$ cat src/hdl/ffba_pkg.sv
// ffba_pkg: shared types and codes for the first-fit block allocator
// holds operation and status codes, the result kind, and the controller/datapath
// command and status structs; no dependencies
package ffba_pkg;

    localparam int OP_W   = 2;
    localparam int ST_W   = 2;
    localparam int REQ_W  = 16;
    localparam int OFF_W  = 16;
    localparam int NEED_W = 17;   // a rounded-up 16-bit request

    localparam logic [OP_W-1:0] OP_ALLOC   = 2'd0;
    localparam logic [OP_W-1:0] OP_RELEASE = 2'd1;
    localparam logic [OP_W-1:0] OP_RESIZE  = 2'd2;

    localparam logic [ST_W-1:0] ST_OK   = 2'd0;
    localparam logic [ST_W-1:0] ST_NULL = 2'd1;
    localparam logic [ST_W-1:0] ST_OOM  = 2'd2;

    typedef enum logic [2:0] {
        RES_OK_ZERO,
        RES_OK_PTR,
        RES_OK_ALLOC,
        RES_OK_MOVE,
        RES_NULL,
        RES_OOM
    } t_res_kind;

    typedef struct packed {
        logic      load;
        logic      walk_start;
        logic      walk_step;
        logic      save_loc;
        logic      wr_alloc;
        logic      wr_split;
        logic      wr_free;
        logic      res_we;
        t_res_kind res_kind;
        logic      emit;
    } t_ffba_cmd;

    typedef struct packed {
        logic [OP_W-1:0] op;
        logic            req_zero;
        logic            present;
        logic            walk_end;
        logic            loc_hit;
        logic            fit_hit;
        logic            fits_in_place;
        logic            can_split;
    } t_ffba_stat;

endpackage

$ cat src/hdl/ffba_ctrl.sv
// ffba_ctrl: request sequencer of the first-fit block allocator
// steps through decode, chain walks and table writes; depends on ffba_pkg
module ffba_ctrl (
    input  logic                  i_clk,
    input  logic                  i_rst_n,
    input  logic                  i_start,
    input  ffba_pkg::t_ffba_stat  i_stat,
    output logic                  o_busy,
    output ffba_pkg::t_ffba_cmd   o_cmd
);
    import ffba_pkg::*;

    typedef enum logic [2:0] {
        S_IDLE,
        S_DECODE,
        S_LOC_WALK,
        S_ALLOC_WALK,
        S_ALLOC_WR,
        S_SPLIT_WR,
        S_FREE_WR,
        S_DONE
    } t_state;

    t_state r_state, n_state;
    logic   r_busy;
    logic   moving;

    // an allocation with a live pointer only happens for a moving resize
    assign moving = (i_stat.op == OP_RESIZE) && i_stat.present;

    always_comb begin
        n_state = r_state;
        o_cmd   = '0;
        o_cmd.res_kind = RES_OK_ZERO;
        case (r_state)
            S_IDLE: begin
                if (i_start) begin
                    o_cmd.load = 1'b1;
                    n_state    = S_DECODE;
                end
            end
            S_DECODE: begin
                if (i_stat.op == OP_ALLOC) begin
                    if (i_stat.req_zero) begin
                        o_cmd.res_we   = 1'b1;
                        o_cmd.res_kind = RES_NULL;
                        n_state        = S_DONE;
                    end else begin
                        o_cmd.walk_start = 1'b1;
                        n_state          = S_ALLOC_WALK;
                    end
                end else if (i_stat.op == OP_RELEASE) begin
                    if (i_stat.present) begin
                        o_cmd.walk_start = 1'b1;
                        n_state          = S_LOC_WALK;
                    end else begin
                        o_cmd.res_we   = 1'b1;
                        o_cmd.res_kind = RES_OK_ZERO;
                        n_state        = S_DONE;
                    end
                end else if (i_stat.op == OP_RESIZE) begin
                    // a null pointer with zero size is a zero-size allocate
                    if (!i_stat.present && i_stat.req_zero) begin
                        o_cmd.res_we   = 1'b1;
                        o_cmd.res_kind = RES_NULL;
                        n_state        = S_DONE;
                    end else begin
                        o_cmd.walk_start = 1'b1;
                        n_state = i_stat.present ? S_LOC_WALK : S_ALLOC_WALK;
                    end
                end else begin
                    o_cmd.res_we   = 1'b1;
                    o_cmd.res_kind = RES_OK_ZERO;
                    n_state        = S_DONE;
                end
            end
            S_LOC_WALK: begin
                if (i_stat.walk_end) begin
                    o_cmd.res_we = 1'b1;
                    if (i_stat.op == OP_RELEASE) begin
                        o_cmd.res_kind = RES_OK_ZERO;
                    end else if (i_stat.req_zero) begin
                        o_cmd.res_kind = RES_NULL;
                    end else begin
                        o_cmd.res_kind = RES_OOM;
                    end
                    n_state = S_DONE;
                end else if (i_stat.loc_hit) begin
                    o_cmd.save_loc = 1'b1;
                    if (i_stat.op == OP_RELEASE) begin
                        o_cmd.res_we   = 1'b1;
                        o_cmd.res_kind = RES_OK_ZERO;
                        n_state        = S_FREE_WR;
                    end else if (i_stat.req_zero) begin
                        o_cmd.res_we   = 1'b1;
                        o_cmd.res_kind = RES_NULL;
                        n_state        = S_FREE_WR;
                    end else if (i_stat.fits_in_place) begin
                        o_cmd.res_we   = 1'b1;
                        o_cmd.res_kind = RES_OK_PTR;
                        n_state        = S_DONE;
                    end else begin
                        o_cmd.walk_start = 1'b1;
                        n_state          = S_ALLOC_WALK;
                    end
                end else begin
                    o_cmd.walk_step = 1'b1;
                end
            end
            S_ALLOC_WALK: begin
                if (i_stat.walk_end) begin
                    o_cmd.res_we   = 1'b1;
                    o_cmd.res_kind = RES_OOM;
                    n_state        = S_DONE;
                end else if (i_stat.fit_hit) begin
                    o_cmd.res_we   = 1'b1;
                    o_cmd.res_kind = moving ? RES_OK_MOVE : RES_OK_ALLOC;
                    n_state        = S_ALLOC_WR;
                end else begin
                    o_cmd.walk_step = 1'b1;
                end
            end
            S_ALLOC_WR: begin
                o_cmd.wr_alloc = 1'b1;
                if (i_stat.can_split) begin
                    n_state = S_SPLIT_WR;
                end else begin
                    n_state = moving ? S_FREE_WR : S_DONE;
                end
            end
            S_SPLIT_WR: begin
                o_cmd.wr_split = 1'b1;
                n_state        = moving ? S_FREE_WR : S_DONE;
            end
            S_FREE_WR: begin
                o_cmd.wr_free = 1'b1;
                n_state       = S_DONE;
            end
            S_DONE: begin
                o_cmd.emit = 1'b1;
                n_state    = S_IDLE;
            end
            default: begin
                n_state = S_IDLE;
            end
        endcase
    end

    always_ff @(posedge i_clk) begin
        if (!i_rst_n) begin
            r_state <= S_IDLE;
            r_busy  <= 1'b0;
        end else begin
            r_state <= n_state;
            r_busy  <= (n_state != S_IDLE);
        end
    end

    assign o_busy = r_busy;

endmodule

$ cat config.mk
export PLATFORM = sky130hd
export DESIGN_NAME = ffba_ctrl
export DESIGN_NICKNAME = d
export VERILOG_FILES = /design/src/hdl/ffba_pkg.sv /design/src/hdl/ffba_ctrl.sv
export SDC_FILE = /design/constraint.sdc
export NUM_CORES = 1
export LEC_CHECK = 0
export BUFFER_PORTS_ARGS = -buffer_cell sky130_fd_sc_hd__buf_2
export CORE_AREA = 2 2 39 41
export DETAILED_ROUTE_END_ITERATION = 10
export DIE_AREA = 0 0 41 43
export PLACE_DENSITY = 0.7
export SYNTH_ARGS = -nofsm -noshare
export SYNTH_HDL_FRONTEND = slang
export SYNTH_SLANG_ARGS = --single-unit
$ cat constraint.sdc
create_clock -name i_clk -period 2 [get_ports i_clk]
set_clock_uncertainty 0.2 [all_clocks]
set_input_delay 0.4 -clock i_clk [delete_from_list [all_inputs] [get_ports i_clk]]
set_output_delay 0.4 -clock i_clk [all_outputs]
set_load 0.05 [all_outputs]
==> metrics.md, run 1 <==
| Metric | Value |
|---|---|
| Die area | 1760 um2 |
| EDFF count, synth | 0 |
| Total Negative Setup Slacks | -0.0414 ns |
| Clock sink count | 4 |
| Slew Limit Fails | 0 |
| CP endpoint kind | output port |
| Pin count of the biggest net entering global routing | 10 |
| Fraction of registers with async set/reset | 0% |
| CTS tree | yes |
| Mapped Cells | 68 |
| Pre-CTS WS | -0.0489 ns |
| Grt ovf | 0 |
| WS Path Type | flop to output port |
| Worst-skew pair later-pin latency | 0.23 ns |
| Worst Max-Slew Pin Slew | between 0.3 and 0.4 ns |
| Sequential area share after synthesis | 15.0% |
| Die Width | 41 um |
| Maximum buffer depth of the clock tree | 2 |
| Ys flop type | dfxtp_1 |
| Layout cells sized above 1 | 64.2% |
| Root buf cell | clkbuf_4 |
| # diodes | 0 |
| Gpl congestion | 0.794 |
| IR drop worst, VDD | between 0.4 and 0.5 mV |
| RSZ-0062 raised after global routing | true |
| Multi-input gate area | 513 um2 |
| Vias | roughly 680 |
| Mean Syn Cell Area | 7.86 um2 |
| Max_cap viols | 0 |
| Layout overhead on the synthesized area | 74.0% |
| Post-DRT Antenna Nets | 0 |
| Final HPWL from detailed placement | roughly 1200 um |
| WL met3 | 53 um |
| # H-tree levels | 1 |
| Hold-fix buffers at CTS | 0 |
| Cell Pwr Density | 928 nW/um2 |
| Initial Util | 38.6% |
| First-pass GRT wire length | 2500 um |
| Nets | 120 |
| WL met1 | 700 um |
| Failing checks | negative setup slack |
| Leak pwr | 0.433 nW |
| I/O pins | 25 |
| Largest cells by area after synthesis | dfxtp_1 (15%), nand2b_4 (5.2%), buf_6 (4.2%) |
| Syn nets | 80 |
| Vias in the first global route | 626 |
| Total Routing Usage GR | 20.7% |
| DR WL/cell | roughly 14 um |
| Slew headroom | 75.8% |
| Max Fanout on Critical Path | 7 |
| Layout Cell Area excl Fill | 930 um2 |
| Count of final hold-check violations | 0 |
| DR WL met2 | just over 900 um |
| Synth top area share | about 15% |
| Core box area | 1380 um2 |
| Worst endpoint data arrival time | 1.44 ns |
| Final std cells w/o fill | 122 |
| Final setup margin | -0.0414 ns |
| Max Clk Rate | 490 MHz |
| FP Rows | 14 |
| Vert. Die Dim | about 43 um |
| Post-DP Area | 759 um2 |
| Placed Cells | 114 |
| Status | finished with violations |
| Final period util | 102% |
| Routed WL | 1710 um |
| DRT iter0 DRCs | 6 |
| Synth Warn # | 0 |
| Drt drc | 0 |
| Hold crit path type | input port to flop |
| Vias per inst | 5.56 |
| Reg area | approximately 89 um2 |
| Initial antenna violation count | 0 |
| IO buf count | 24 |
| Yosys top cell by area | dfxtp_1 |
| Minimum clock period after layout | approximately 2 ns |
| Total CTS buffers | 3 |
| Yosys reg bits | 4 |
| Setup violations, final | 1 |
| Worst-path clk slew | about 0.040 ns |
| Cell variety after synth | 39 |
| Startpoint Class | flop |
| Top sig layer | met4 |
| Pre-antenna DRT Iters | 4 |
| Syn Std Cell Area | 534 um2 |
| Required time worst endpoint | about 1.4 ns |
| Overall Power | ~0.86 mW |
| Fillers | 104 |
==> cell usage after synthesis (2+ instances only) <==
cell,instances
buf_6,2
buf_2,2
and3_1,2
o21bai_1,2
nor2_1,4
nand2_1,6
inv_1,3
dfxtp_1,4
o22ai_1,2
a21oi_1,3
nand2b_4,2
nor2b_1,2
nor3b_1,2
a31oi_1,2
nand2b_1,2
nor4b_1,2
o21a_1,3
nor4_1,2
==> cell type report <==
cell class,instances,area share [%]
clock buffers,3,2.42
well taps,16,2.15
flip-flops and latches,4,9.56
repair buffers,40,29.5
inverters,3,1.21
multi-input cells,56,55.2
==> cells by family (layout without fill, tap and decap cells) <==
group,after synthesis,in the layout,synth area share [%]
and+or+nand+nor,33,33,40.0
buffers and inverters,8,46,9.60
DFF,4,4,15.0
AOI/OAI and AO/OA,22,22,33.7
xor gates and xnor gates,1,1,1.64
==> where the power goes <==
part	switching, mW	leakage (nW)	internal, mW	total, mW
combinational	0.347	0.384	0.274	0.621
sequential	0.0375	0.0348	0.108	0.146
clock	0.0293	0.0138	0.0669	0.0962
total	0.414	0.433	0.449	0.863
==> sequential cells by signal, indices dropped and copies added (netlist names) <==
| register | flops |
|---|---|
| r_state | 3 |
| o_busy | 1 |
==> layout by cell type (no fill, tap or decap), drive strengths merged, types with 2 or more instances in the layout <==
| cell | netlist | layout |
|---|---|---|
| clkbuf | 0 | 3 |
| buf | 5 | 40 |
| nor4b | 2 | 2 |
| a21oi | 3 | 3 |
| and3 | 2 | 2 |
| nor2b | 2 | 2 |
| inv | 3 | 3 |
| o31ai | 2 | 2 |
| nand2b | 4 | 4 |
| o21bai | 2 | 2 |
| nor3b | 3 | 3 |
| a31oi | 2 | 2 |
| nand2 | 7 | 7 |
| nor2 | 4 | 4 |
| o22ai | 2 | 2 |
| o21a | 3 | 3 |
| nor4 | 2 | 2 |
| dfxtp | 4 | 4 |
| o211ai | 2 | 2 |
==> routing by layer <==
| layer | track usage [%] | vias to the layer above |
|---|---|---|
| li1 | - | 335 |
| met1 | 23.8 | 325 |
| met2 | 33.4 | 14 |
| met3 | 3.66 | 4 |
| met4 | 12.0 | 0 |
| met5 | 0 | - |
==> per-stage QoR <==
stage               utilization [%]  hold slack (ns)
floorplan                         -            0.317
global placement               54.9            0.454
detailed placement             54.9            0.463
CTS                            61.8            0.222
global route                   67.2            0.228
finish                         67.2            0.234
==> worst max-delay path: stages (launching register included) <==
cell      delay [ns]
dfxtp_4         0.36
o21bai_4        0.18
or2_4           0.27
o211ai_4        0.21
buf_6           0.19
==> what timing repair did <==
action | CTS | global route
buffers inserted | 1 | 4
resized for setup | 17 | 13
endpoints found under the setup margin | 6 | 6
pin swaps | 2 | 2
==> worst paths after layout <==
check | from | end | slack (ns) | cells after the start
worst max-delay path | r_state[0]$_SDFF_PN0_ | o_cmd[4] | -0.04 | 4
worst max register to register | r_state[2]$_SDFF_PN0_ | o_busy$_SDFF_PN0_ | 0.29 | 7
worst min-delay path | i_rst_n | r_state[2]$_SDFF_PN0_ | 0.23 | 2
worst min register to register | r_state[2]$_SDFF_PN0_ | r_state[1]$_SDFF_PN0_ | 0.43 | 2
(Power assumes the default switching activity.)
==> run 2: changes to the inputs <==
Settings changed: PLACE_DENSITY 0.7 to 0.74.
==> metrics.md, run 2 (synthesis gave the netlist of run 1 again) <==
| Metric | Value |
|---|---|
| Status | finished with violations |
| Failing checks | negative setup slack |
| Utilization after layout | 62.9% (-4.2 points) |
| I/O pins | 25 (unchanged) |
| Initial Util | 38.6% (unchanged) |
| Slowest CP cell | dfxtp_4 |
| Final std cells w/o fill | 117 (-4.1%) |
| Max FFs per register | 3 (unchanged) |
| Vias in the first global route | 567 (-9.4%) |
| Register with the most flip-flops | r_state |
| RSZ-0062 raised after global routing | true |
| Vias | 656 (-3.2%) |
| Pre-antenna DRT Iters | 4 (unchanged) |
| Count of final hold-check violations | 0 (unchanged) |
| WS Path Type | flop to output port |
| Total CTS buffers | 3 (unchanged) |
| Total Negative Setup Slacks | -0.0329 ns (+0.00848 ns) |
| Worst endpoint data arrival time | 1.43 ns (about the same) |
| Post-DP Area | 744 um2 (-2.0%) |
| Vias per inst | 5.61 (+0.89%) |
| Worst Max-Slew Pin Slew | 0.313 ns (-0.0471 ns) |
| Max Clk Rate | 492 MHz (+0.42%) |
| Pin count of the biggest net entering global routing | 11 (+1) |
| Vert. Die Dim | 43 um (unchanged) |
| First-pass GRT wire length | 2350 um (-5.8%) |
| Worst-path cell chain | nand2b_4 > or2_4 > o211ai_4 > buf_6 |
| Placed Cells | 112 (-1.8%) |
| Max_cap viols | 0 (unchanged) |
| Hold-fix buffers at CTS | 0 (unchanged) |
| Core box area | 1380 um2 (unchanged) |
| Die area | 1760 um2 (unchanged) |
| Layout cells sized above 1 | 60.4% (-3.8 points) |
| Drt drc | 0 (unchanged) |
| IR drop worst, VDD | 0.623 mV (+25%) |
| Grt ovf | 0 (unchanged) |
| Combinational share of power | 70.4% (-1.6 points) |
| Required time worst endpoint | 1.40 ns (about the same) |
| Flop pwr share | 17.9% (+1.0 points) |
| Worst-skew pair later-pin latency | 0.23 ns (about the same) |
| Overall Power | 0.808 mW (-6.3%) |
| Switching share of power | 48.3% (+0.39 points) |
| Worst-path clk slew | 0.04 ns (about the same) |
| Nets | 115 (-4.2%) |
| CP endpoint kind | output port |
| Total net switching power | 0.390 mW (-5.6%) |
| Initial antenna violation count | 0 (unchanged) |
| Clk pwr share | 11.8% (+0.7 points) |
| Cell Pwr Density | 928 nW/um2 (about the same) |
| Leak pwr | 0.392 nW (-9.3%) |
| Clock sink count | 4 (unchanged) |
| Layout Cell Area excl Fill | 871 um2 (-6.3%) |
| Total Routing Usage GR | 19.1% (-1.6 points) |
| Maximum buffer depth of the clock tree | 2 (unchanged) |
| Fin Hold WS | 0.230 ns (-0.00427 ns) |
| Layout overhead on the synthesized area | 63.0% |
| DRT iter0 DRCs | 7 (+1) |
| Pre-CTS WS | -0.0237 ns (+0.0253 ns) |
| Slew Limit Fails | 0 (unchanged) |
| Max Fanout on Critical Path | 5 (-2) |
| Commonest non-fill, non-tap cell in the layout | buf_2 |
| Final HPWL from detailed placement | 1150 um (-5.4%) |
| Delay of the slowest critical-path stage | 0.36 ns (about the same) |
| IO buf count | 24 (unchanged) |
| Root buf cell | clkbuf_4 |
| # diodes | 0 (unchanged) |
| Hold crit path type | input port to flop |
| Gpl congestion | 0.740 (-6.8%) |
| DR WL/cell | 13.2 um (-5.6%) |
| Cell Int Power | 0.418 mW (-7.1%) |
| Routed WL | 1550 um (-9.4%) |
| Final setup margin | -0.0329 ns (+0.00848 ns) |
| Slew headroom | 79.0% (+3.2 points) |
| Die Width | 41 um (unchanged) |
| Commonest cells after routing, fill and taps aside | buf_2 (18), buf_4 (12), nand2_1 (6) |
| # H-tree levels | 1 (unchanged) |
| Final period util | 102% (-0.42 points) |
| CTS tree | yes |
| Post-DRT Antenna Nets | 0 (unchanged) |
| Startpoint Class | flop |
| FP Rows | 14 (unchanged) |
| Minimum clock period after layout | 2.03 ns (-0.00848 ns) |
| Setup violations, final | 1 (unchanged) |
-- run 2: area by class of cell --
cell class / instances / area (um2)
inverter: 3 / 11.3
timing repair buffer: 35 / 236
sequential: 4 / 88.8
fill: 120 / 513
clock buffer: 3 / 22.5
tap: 16 / 20.0
multi-input combinational: 56 / 492
-- run 2: worst paths after layout --
kind                    startpoint                    end  slack, ns  cells past startpoint
max          r_state[2]$_SDFF_PN0_               o_cmd[4]      -0.03                      4
max reg2reg  r_state[2]$_SDFF_PN0_      o_busy$_SDFF_PN0_       0.32                      4
min reg2reg  r_state[0]$_SDFF_PN0_  r_state[1]$_SDFF_PN0_       0.48                      2
min                        i_rst_n  r_state[0]$_SDFF_PN0_       0.23                      2
-- run 2: worst max-delay path: cells and delay by family (launching register included) --
kind            cells  cell delay (ns)
compound gates      1             0.21
buf+inv             1             0.19
flops               1             0.36
simple gates        2             0.44
-- run 2: power groups by stage --
stage               logic, mW  registers [mW]  clock network (mW)
finish                  0.569           0.144              0.0951
global route            0.605           0.150               0.106
CTS                     0.542           0.142               0.100
detailed placement      0.493           0.133                   0
global placement        0.485           0.132                   0
floorplan               0.379           0.134                   0
-- run 2: repair_timing --
| action | in CTS | in global routing |
|---|---|---|
| setup buffers | 0 | 2 |
| endpoints found under the setup margin | 6 | 6 |
| gates resized for setup | 19 | 7 |
| pin swaps | 2 | 3 |
-- run 2: metal layers --
layer  vias to the layer above  wire length [um]  share of wire, %  track usage [%]
met3                         0                84               5.4             4.71
met4                         0                 0                 0             4.00
li1                        326                 -                 -                -
met1                       301               670                43             23.2
met2                        29               791                51             32.2
met5                         -                 0                 0                0
==> run 3: changes to the inputs <==
Settings changed: MAX_ROUTING_LAYER set to met4, SKIP_LAST_GASP set to 1.
==> metrics.md, run 3 (synthesis gave the netlist of run 1 again) <==
| Metric | Value |
|---|---|
| Pre-CTS WS | -0.0237 ns (unchanged) |
| WS Path Type | flop to output port |
| Pre-antenna DRT Iters | 4 (unchanged) |
| Register with the most flip-flops | r_state |
| Setup violations, final | 2 (+1) |
| Total Routing Usage GR | 19.0% (-0.043 points) |
| Slew headroom | 64.6% (-14 points) |
| Worst endpoint data arrival time | 1.44 ns (about the same) |
| Fillers | 121 (+0.83%) |
| Startpoint Class | flop |
| Max Clk Rate | 490 MHz (-0.49%) |
| Routed WL | 1470 um (-5.2%) |
| Slew Limit Fails | 0 (unchanged) |
| Overall Power | 0.786 mW (-2.7%) |
| Cell Pwr Density | 935 nW/um2 (+0.74%) |
| Hold-fix buffers at CTS | 0 (unchanged) |
| Final setup margin | -0.0429 ns (-0.00998 ns) |
| Maximum buffer depth of the clock tree | 2 (unchanged) |
| Final HPWL from detailed placement | 1150 um (unchanged) |
| Cell Int Power | 0.401 mW (-3.9%) |
| Status | finished with violations |
| Die area | 1760 um2 (unchanged) |
| Initial Util | 38.6% (unchanged) |
| CP endpoint kind | output port |
| Count of final hold-check violations | 0 (unchanged) |
| First-pass GRT wire length | 2280 um (-2.9%) |
| Nets | 114 (-0.87%) |
| Worst Max-Slew Pin Slew | 0.526 ns (+0.214 ns) |
| Leak pwr | 0.385 nW (-1.9%) |
| Gpl congestion | 0.749 (+1.2%) |
| Grt ovf | 0 (unchanged) |
| Worst-path clk slew | 0.04 ns (about the same) |
| Post-DRT Antenna Nets | 0 (unchanged) |
| Max Fanout on Critical Path | 5 (unchanged) |
| Utilization after layout | 60.8% (-2.2 points) |
| CTS tree | yes |
| Combinational share of power | 69.8% (-0.6 points) |
| I/O pins | 25 (unchanged) |
| Clock sink count | 4 (unchanged) |
| IR drop worst, VDD | 0.625 mV (+0.28%) |
| DRT iter0 DRCs | 5 (-2) |
| Drt drc | 0 (unchanged) |
| Failing checks | negative setup slack |
| Final std cells w/o fill | 116 (-0.85%) |
| Pin count of the biggest net entering global routing | 11 (unchanged) |
| Initial antenna violation count | 0 (unchanged) |
| Vias | 636 (-3.0%) |
| IO buf count | 24 (unchanged) |
| Vias per inst | 5.48 (-2.2%) |
| Layout cells sized above 1 | 58.0% (-2.4 points) |
| Vias in the first global route | 561 (-1.1%) |
| Required time worst endpoint | 1.40 ns (about the same) |
| Commonest non-fill, non-tap cell in the layout | buf_2 |
| # diodes | 0 (unchanged) |
| RSZ-0062 raised after global routing | true |
| Clk pwr share | 12.1% (+0.3 points) |
| Commonest cells after routing, fill and taps aside | buf_2 (19), buf_4 (11), nand2_1 (6) |
| # H-tree levels | 1 (unchanged) |
| Total CTS buffers | 3 (unchanged) |
| Placed Cells | 112 (unchanged) |
| Root buf cell | clkbuf_4 |
| Core box area | 1380 um2 (unchanged) |
| FP Rows | 14 (unchanged) |
| Worst-skew pair later-pin latency | 0.23 ns (about the same) |
| Max_cap viols | 0 (unchanged) |
| Final period util | 102% (+0.50 points) |
| Minimum clock period after layout | 2.04 ns (+0.00998 ns) |
| Max FFs per register | 3 (unchanged) |
| Total net switching power | 0.385 mW (-1.5%) |
| Switching share of power | 48.9% (+0.62 points) |
| Layout overhead on the synthesized area | 57.4% |
| DR WL/cell | 12.6 um (-4.4%) |
| Die Width | 41 um (unchanged) |
| Hold crit path type | input port to flop |
| Flop pwr share | 18.1% (+0.2 points) |
| Vert. Die Dim | 43 um (unchanged) |
-- run 3: cell types whose count changed in the layout (fill, tap and decap cells not counted) --
cell,delta
buf_2,+1
buf_4,-1
clkbuf_4,-1
dfxtp_2,+1
dfxtp_4,-1
nor4_1,+1
nor4_2,-1
o21bai_1,+1
o21bai_4,-1
-- run 3: worst paths after layout --
| check | from | slack (ns) | end | depth (start not counted) |
|---|---|---|---|---|
| setup / recovery | r_state[2]$_SDFF_PN0_ | -0.04 | o_cmd[1] | 5 |
| hold / removal | i_rst_n | 0.23 | r_state[0]$_SDFF_PN0_ | 2 |
| setup reg to reg | r_state[2]$_SDFF_PN0_ | 0.32 | o_busy$_SDFF_PN0_ | 4 |
| hold reg to reg | r_state[0]$_SDFF_PN0_ | 0.49 | r_state[1]$_SDFF_PN0_ | 2 |
-- run 3: layout make-up --
cell class,instances,area (um2),area share (%)
multi-input cells,56,474,56.4
repair buffers,34,226,26.9
flip-flops and latches,4,86.3,10.3
clock buffers,3,22.5,2.68
well taps,16,20.0,2.38
inverters,3,11.3,1.34
-- run 3: power by group through the flow --
stage               Sequential, mW  Combinational, mW  Clock, mW
global route                 0.147              0.587      0.106
floorplan                    0.134              0.379          0
finish                       0.142              0.549     0.0952
detailed placement           0.133              0.493          0
global placement             0.132              0.485          0
CTS                          0.142              0.534      0.100
-- run 3: metrics by stage --
| stage | area [um2] | TNS (ns) | hold WS, ns |
|---|---|---|---|
| final | 841 | -0.0638 | 0.232 |
| after floorplan | 577 | -0.763 | 0.317 |
| after global routing | 841 | -0.163 | 0.234 |
| after global placement | 744 | 0 | 0.455 |
| after detailed placement | 744 | -0.0237 | 0.460 |
| after CTS | 822 | -0.0691 | 0.226 |
-- run 3: what timing repair did --
| item | 4_1_cts | 5_1_grt |
|---|---|---|
| pin swaps | 1 | 1 |
| cloned | 0 | 0 |
| endpoints found under the setup margin | 6 | 6 |
| setup buffers | 0 | 1 |
| gates resized for setup | 16 | 5 |
-- run 3: per-layer routing --
metal  track usage [%]  wire length, um
met5                 -                0
met4              4.00                0
met2              31.6              738
met1              22.2              629
met3              4.71               97
-- run 3: critical path: stages (launching register included) --
cell and delay [ns]:
dfxtp_4 0.36, nand2b_4 0.18, nor4_2 0.32, nand2_1 0.10, nand3_1 0.10, buf_6 0.16
